==> src/rtl/ppi_pkg.sv <==
`timescale 1ns / 1ps
`default_nettype none
// ----------------------------------------------------------------------------
// ppi_pkg: shared constants for the planar pose integrator
// fixed-point constants and the cordic arctangent table
// ----------------------------------------------------------------------------
package ppi_pkg;

  localparam int CordicSteps = 16;
  localparam int StepW = 4;

  localparam logic signed [19:0] PiQ     = 20'sd205887;
  localparam logic signed [20:0] TwoPiQ  = 21'sd411774;
  localparam logic signed [19:0] HalfPiQ = 20'sd102943;
  localparam logic signed [31:0] CordicGain = 32'sd652032874;

  function automatic logic [15:0] atan_q(input logic [StepW-1:0] i);
    logic [15:0] r;
    case (i)
      4'd0:    r = 16'd51472;
      4'd1:    r = 16'd30386;
      4'd2:    r = 16'd16055;
      4'd3:    r = 16'd8150;
      4'd4:    r = 16'd4091;
      4'd5:    r = 16'd2047;
      4'd6:    r = 16'd1024;
      4'd7:    r = 16'd512;
      4'd8:    r = 16'd256;
      4'd9:    r = 16'd128;
      4'd10:   r = 16'd64;
      4'd11:   r = 16'd32;
      4'd12:   r = 16'd16;
      4'd13:   r = 16'd8;
      4'd14:   r = 16'd4;
      default: r = 16'd2;
    endcase
    return r;
  endfunction

endpackage
`default_nettype wire

==> src/rtl/ppi_cordic.sv <==
`timescale 1ns / 1ps
`default_nettype none
// ----------------------------------------------------------------------------
// ppi_cordic: iterative rotation-mode cordic
// one micro-rotation per cycle, cos and sin of a q3.16 angle in q1.30
// ----------------------------------------------------------------------------
module ppi_cordic (
  input  wire logic                clk,
  input  wire logic                rst,
  input  wire logic                start,
  input  wire logic signed [19:0]  angle,
  output logic                     done,
  output logic signed [31:0]       cos_q,
  output logic signed [31:0]       sin_q
);

  logic signed [31:0] x, y;
  logic signed [20:0] z;
  logic [ppi_pkg::StepW-1:0] step;
  logic busy, neg;
  logic signed [20:0] z0;
  logic fold;
  logic signed [31:0] xs, ys;
  logic signed [20:0] at;

  always_comb begin
    fold = 1'b0;
    z0 = 21'(angle);
    if (angle > ppi_pkg::HalfPiQ) begin
      z0 = 21'(angle) - 21'(ppi_pkg::PiQ);
      fold = 1'b1;
    end else if (angle < -ppi_pkg::HalfPiQ) begin
      z0 = 21'(angle) + 21'(ppi_pkg::PiQ);
      fold = 1'b1;
    end
    xs = x >>> step;
    ys = y >>> step;
    at = 21'(signed'({1'b0, ppi_pkg::atan_q(step)}));
  end

  always_ff @(posedge clk) begin
    done <= 1'b0;
    if (rst) begin
      busy <= 1'b0;
      step <= '0;
    end else if (start) begin
      busy <= 1'b1;
      step <= '0;
      x <= ppi_pkg::CordicGain;
      y <= '0;
      z <= z0;
      neg <= fold;
    end else if (busy) begin
      if (!z[20]) begin
        x <= x - ys; y <= y + xs; z <= z - at;
      end else begin
        x <= x + ys; y <= y - xs; z <= z + at;
      end
      step <= step + 1'b1;
      if (step == ppi_pkg::StepW'(ppi_pkg::CordicSteps - 1)) begin
        busy <= 1'b0;
        done <= 1'b1;
      end
    end
  end

  assign cos_q = neg ? -x : x;
  assign sin_q = neg ? -y : y;

endmodule
`default_nettype wire

==> src/rtl/planar_pose_integrator.sv <==
`timescale 1ns / 1ps
`default_nettype none
// ----------------------------------------------------------------------------
// planar_pose_integrator: planar dead-reckoning pose update
// integrates a body twist over a time step into a world pose
// ----------------------------------------------------------------------------
// usage:
//   s_axis carries one twist item: forward speed, lateral speed, yaw rate
//   (signed q7.16) and a q0.16 time step. m_axis returns one pose item per
//   input: x, y (q15.16, wrapping) and heading (q2.16, in (-pi, pi]).
//   cos/sin of the stored heading come from a 16-step iterative cordic,
//   then one shared 32x32 multiplier does the seven products one per cycle.
//   an item passes from accept to result valid through 16 cordic steps,
//   a hand-off to the multiply state, seven multiplies and a sum state.
//   with m_axis_tready high the result leaves in the cycle it appears and
//   the next item is accepted in the cycle after; items do not overlap.
//   reset clears the pose to zero and empties the result register; no item
//   is accepted while reset is high.
//   when the receiver stalls, the result holds and no new item is taken.
// ----------------------------------------------------------------------------
module planar_pose_integrator (
  input  wire logic        clk,
  input  wire logic        rst,
  input  wire logic        s_axis_tvalid,
  output logic             s_axis_tready,
  // forward_speed[23:0], lateral_speed[47:24], yaw_rate[71:48], time_step[87:72]
  input  wire logic [87:0] s_axis_tdata,
  output logic             m_axis_tvalid,
  input  wire logic        m_axis_tready,
  // position_x[31:0], position_y[63:32], heading[82:64], zero[87:83]
  output logic [87:0]      m_axis_tdata
);

  typedef enum logic [2:0] {IDLE, TRIG, MUL, SUM, OUT} state_t;
  state_t state;

  logic signed [23:0] vx, vy, wz;
  logic [15:0] dt;
  logic signed [31:0] px, py;
  logic signed [19:0] ph;
  logic [2:0] mstep;

  // shared multiplier operands
  logic signed [31:0] ma, mb;
  logic signed [63:0] prod;
  logic signed [63:0] acc;    // accumulated world velocity product
  logic signed [63:0] wx, wy;
  logic signed [63:0] dx, dy, dh;
  logic signed [47:0] wxr, wyr;

  logic cstart, cdone;
  logic signed [31:0] cq, sq;

  ppi_cordic u_cordic (
    .clk(clk), .rst(rst), .start(cstart), .angle(ph),
    .done(cdone), .cos_q(cq), .sin_q(sq)
  );

  assign s_axis_tready = (state == IDLE) && !rst;
  assign cstart = s_axis_tvalid && s_axis_tready;

  // rounded world velocities, q.16
  assign wxr = 48'((wx + 64'sd536870912) >>> 30);
  assign wyr = 48'((wy + 64'sd536870912) >>> 30);

  // operand selection for each multiply step
  always_comb begin
    ma = '0;
    mb = '0;
    case (mstep)
      3'd0: begin ma = 32'(vx); mb = cq; end
      3'd1: begin ma = 32'(vy); mb = sq; end
      3'd2: begin ma = 32'(vx); mb = sq; end
      3'd3: begin ma = 32'(vy); mb = cq; end
      3'd4: begin ma = 32'(wz); mb = signed'({16'd0, dt}); end
      3'd5: begin ma = 32'(wxr); mb = signed'({16'd0, dt}); end
      3'd6: begin ma = 32'(wyr); mb = signed'({16'd0, dt}); end
      default: begin ma = '0; mb = '0; end
    endcase
    prod = 64'(ma) * 64'(mb);
  end

  // heading update, saturate then single wrap, and rounded position steps
  logic signed [63:0] dhr;
  logic signed [20:0] dhs, hsum, hw;
  logic signed [63:0] dxr, dyr;
  always_comb begin
    dhr = (dh + 64'sd32768) >>> 16;
    if (dhr > 64'(ppi_pkg::PiQ)) dhs = 21'(ppi_pkg::PiQ);
    else if (dhr < -64'(ppi_pkg::PiQ)) dhs = -21'(ppi_pkg::PiQ);
    else dhs = 21'(dhr);
    hsum = 21'(ph) + dhs;
    if (hsum > 21'(ppi_pkg::PiQ)) hw = hsum - ppi_pkg::TwoPiQ;
    else if (hsum <= -21'(ppi_pkg::PiQ)) hw = hsum + ppi_pkg::TwoPiQ;
    else hw = hsum;
    dxr = (dx + 64'sd32768) >>> 16;
    dyr = (dy + 64'sd32768) >>> 16;
  end

  always_ff @(posedge clk) begin
    if (rst) begin
      state <= IDLE;
      m_axis_tvalid <= 1'b0;
      px <= '0;
      py <= '0;
      ph <= '0;
      mstep <= '0;
    end else begin
      case (state)
        IDLE: begin
          if (cstart) begin
            vx <= s_axis_tdata[23:0];
            vy <= s_axis_tdata[47:24];
            wz <= s_axis_tdata[71:48];
            dt <= s_axis_tdata[87:72];
            state <= TRIG;
          end
        end
        TRIG: begin
          if (cdone) begin
            mstep <= '0;
            state <= MUL;
          end
        end
        MUL: begin
          // products: vx*c, vy*s, vx*s, vy*c, wz*dt, wx*dt, wy*dt
          mstep <= mstep + 1'b1;
          case (mstep)
            3'd0: acc <= prod;
            3'd1: wx <= acc - prod;
            3'd2: acc <= prod;
            3'd3: wy <= acc + prod;
            3'd4: dh <= prod;
            3'd5: dx <= prod;
            default: begin
              dy <= prod;
              state <= SUM;
            end
          endcase
        end
        SUM: begin
          px <= px + 32'(dxr);
          py <= py + 32'(dyr);
          ph <= 20'(hw);
          m_axis_tdata <= {5'd0, 19'(hw), py + 32'(dyr), px + 32'(dxr)};
          m_axis_tvalid <= 1'b1;
          state <= OUT;
        end
        OUT: begin
          if (m_axis_tready) begin
            m_axis_tvalid <= 1'b0;
            state <= IDLE;
          end
        end
        default: state <= IDLE;
      endcase
    end
  end

endmodule
`default_nettype wire

==> config.mk <==
export PLATFORM = sky130hd
export DESIGN_NAME = planar_pose_integrator
export DESIGN_NICKNAME = d
export VERILOG_FILES = /design/src/rtl/ppi_pkg.sv /design/src/rtl/ppi_cordic.sv /design/src/rtl/planar_pose_integrator.sv
export SDC_FILE = /design/constraint.sdc
export NUM_CORES = 2
export LEC_CHECK = 0
export ABC_AREA = 1
export BUFFER_PORTS_ARGS = -buffer_cell sky130_fd_sc_hd__buf_2
export CAP_MARGIN = 10
export CORE_MARGIN = 2
export CORE_UTILIZATION = 65
export DETAILED_ROUTE_END_ITERATION = 10
export PLACE_DENSITY_LB_ADDON = 0.1
export SYNTH_ARGS = -nofsm -noshare
export SYNTH_HDL_FRONTEND = slang
export SYNTH_SLANG_ARGS = --single-unit
==> constraint.sdc <==
create_clock -name clk -period 13.9 [get_ports clk]
set_input_delay 0.695 -clock clk [delete_from_list [all_inputs] [get_ports clk]]
set_output_delay 0.695 -clock clk [all_outputs]
set_load 0.01 [all_outputs]
==> run metrics <==
status finished, final reports clean; sequential-to-total area share from yosys stat 0.198; Worst EP required 14.37 ns; CTS Buf Count 75; WL final 320000 um; ys async rst share 0; DR vias/cell 6.08; placed wire-length estimate 254000 um; I/O Pins 182; final worst path period share 0.970; Worst-path clk slew 0.07 ns; HP Class primary input to flip-flop; Post-Layout Inst Area 94200 um^2; commonest register cell after synthesis edfxtp_1; global route overflow 0; Synth Register Bits 613; Final Critical Period 13.49 ns; Top cell by count, worst path fa_1; first-pass iteration count of the detailed router 9; WL/cell 23.6 um; Worst Setup Start Kind flip-flop; critical path arrival 13.95 ns; Min Hold Slack 0.132 ns; largest net degree at the start of global routing 95; Rows 134; RSZ-0062 raised after global routing no; CTS tree done; Tot GR Track Use 0.469; Final TNS setup 0 ns; Mapped Avg Cell Area 7.60 um^2; layout cells sized above 1 0.0708; antenna-violating nets left 0; Gate Count Post-Synth 11500; nature of the critical path endpoint flip-flop; Worst-Skew Late Latency 0.74 ns; Layout area overhead 7.98%; final setup violation count 0; f_max 74.2 MHz; max-slew violations 0; slowest stage delay, CP 0.76 ns; relative slew slack 0.149; die area 137000 um^2; IO Port Bufs 176; worst clock skew 0.0349 ns; number of synthesized flops with an enable pin 500; gp weighted congestion 1.10; maximum root-to-sink buffer count 3; fin util 0.707; drt drc 0; maxcap violations 0; Synth area leaders fa_1 25%, edfxtp_1 17%, inv_1 11%, nand2_1 9.5%, ha_1 7.3%; HP Start s_axis_tdata[17]; antenna violations before repair 14; CTS Root Cell clkbuf_16; Fin. Hold Viols 0; most common cell after layout, fill and taps aside inv_1; crit-path max FO 31; Synth cell types 76; Slew @ Worst Pin 1.27 ns; Placement Cell Area 91500 um^2; H-tree depth 3; critical path class flip-flop to flip-flop; Initial DRC Count 11000; vias in the first global route 82300; Synth Cell Area 87300 um^2; CTS sink count 613; Die W 370 um; final net count 13400; slowest CP cell inv_2; most frequent cells in the layout 2447 x inv_1, 2194 x nand2_1, 1336 x nor2_1; Synth area leader fa_1; Yosys Warn Count 0; reg2reg start mstep[0]; Starting Density 0.655; die height 370 um; via count 82600; first-pass GRT wire length 481000 um; Crit. Startpoint mstep[0]; Synth top area share 0.250; Core ar. 133000 um^2
[cell usage after synthesis (all sizes together), types with 6 or more instances]
cell	n
nand3b	12
nor2	1381
clkinv	12
o21a	55
o211ai	32
a21o	33
nor3b	11
xor2	281
buf	131
a32o	6
a21boi	24
xnor2	102
o22ai	10
o221ai	7
inv	2485
or2	40
clkbuf	198
dfxtp	113
a21oi	661
mux2	6
and3	7
ha	510
a211oi	10
o21bai	26
a31oi	68
nor4	53
o31ai	21
o21ai	648
nand2	2226
fa	1088
nand3	412
edfxtp	500
nor3	127
a22o	18
nand4	98
a221oi	10
mux2i	37
[timing repair]
item                                   4_1_cts  5_1_grt
setup endpoints to repair                    0       44
resized for setup                            0       15
endpoints found under the hold margin        0        0
hold buffers                                 0        0
setup buffers                                0        5
[path summary, 6_finish.rpt]
| path | endpoint | slack, ns | depth (start not counted) |
|---|---|---|---|
| setup / recovery | wx[58] | 0.41 | 51 |
| hold / removal | vx[17] | 0.13 | 1 |
| setup reg to reg | wx[58] | 0.41 | 51 |
| hold reg to reg | m_axis_tvalid | 0.50 | 2 |
[kinds of logic (layout without fill, tap and decap cells)]
logic type	after synthesis	in the layout	share of synthesized area
adder cells (fa/ha/maj)	1598	1598	0.323
multiplexers	43	43	0.00502
XOR/XNOR	384	384	0.0387
other	1	10	0.0000430
flip-flops	613	613	0.198
AND/OR/NAND/NOR	4373	4373	0.206
buffers and inverters	2826	3144	0.125
AO/OA/AOI/OAI	1652	1652	0.105
[worst max-delay path, delay by kind of cell, from the launching register on]
family,cells,cell delay [ns]
AND/OR/NAND/NOR,16,2.70
flip-flops,1,0.39
buffers and inverters,12,2.29
AO/OA/AOI/OAI,11,2.36
XOR/XNOR,1,0.17
adder cells (fa/ha/maj),11,5.28
[layer usage]
| metal | GRT usage | vias up | routed length [um] |
|---|---|---|---|
| li1 | - | 36200 | - |
| met1 | 0.566 | 39000 | 112000 |
| met2 | 0.706 | 5735 | 137000 |
| met3 | 0.147 | 1612 | 41900 |
| met4 | 0.346 | 4 | 29700 |
| met5 | 0.00350 | - | 26 |
[registers in the layout (all words and copies together) (netlist names), 4 cells and up]
register / flops
u_cordic.step: 4
wz: 24
acc: 62
dh: 49
vy: 24
px: 32
u_cordic.y: 32
vx: 24
dt: 16
dy: 33
wx: 33
wy: 33
ph: 20
u_cordic.at: 16
u_cordic.z: 21
u_cordic.x: 32
py: 32
m_axis_tdata: 83
dx: 33
[cell type report]
| class | count | area, um^2 |
|---|---|---|
| well taps | 1768 | 2210 |
| inverters | 2497 | 9400 |
| clock buffers | 95 | 2090 |
| diodes | 5 | 12.5 |
| repair buffers | 511 | 3440 |
| multi-input cells | 8055 | 59300 |
| flip-flops and latches | 613 | 17300 |
| fillers | 10600 | 39100 |
| clock inverters | 41 | 509 |
[stage by stage]
step	instances	setup WS (ns)
after global routing	13600	0.0475
final	13600	0.414
after CTS	13600	0.517
after detailed placement	13400	0.561
after global placement	13400	0.892
after floorplan	11500	2.45
Power is not shown: default switching activity piles up to over one toggle a cycle in this logic, so the estimate is an artifact.
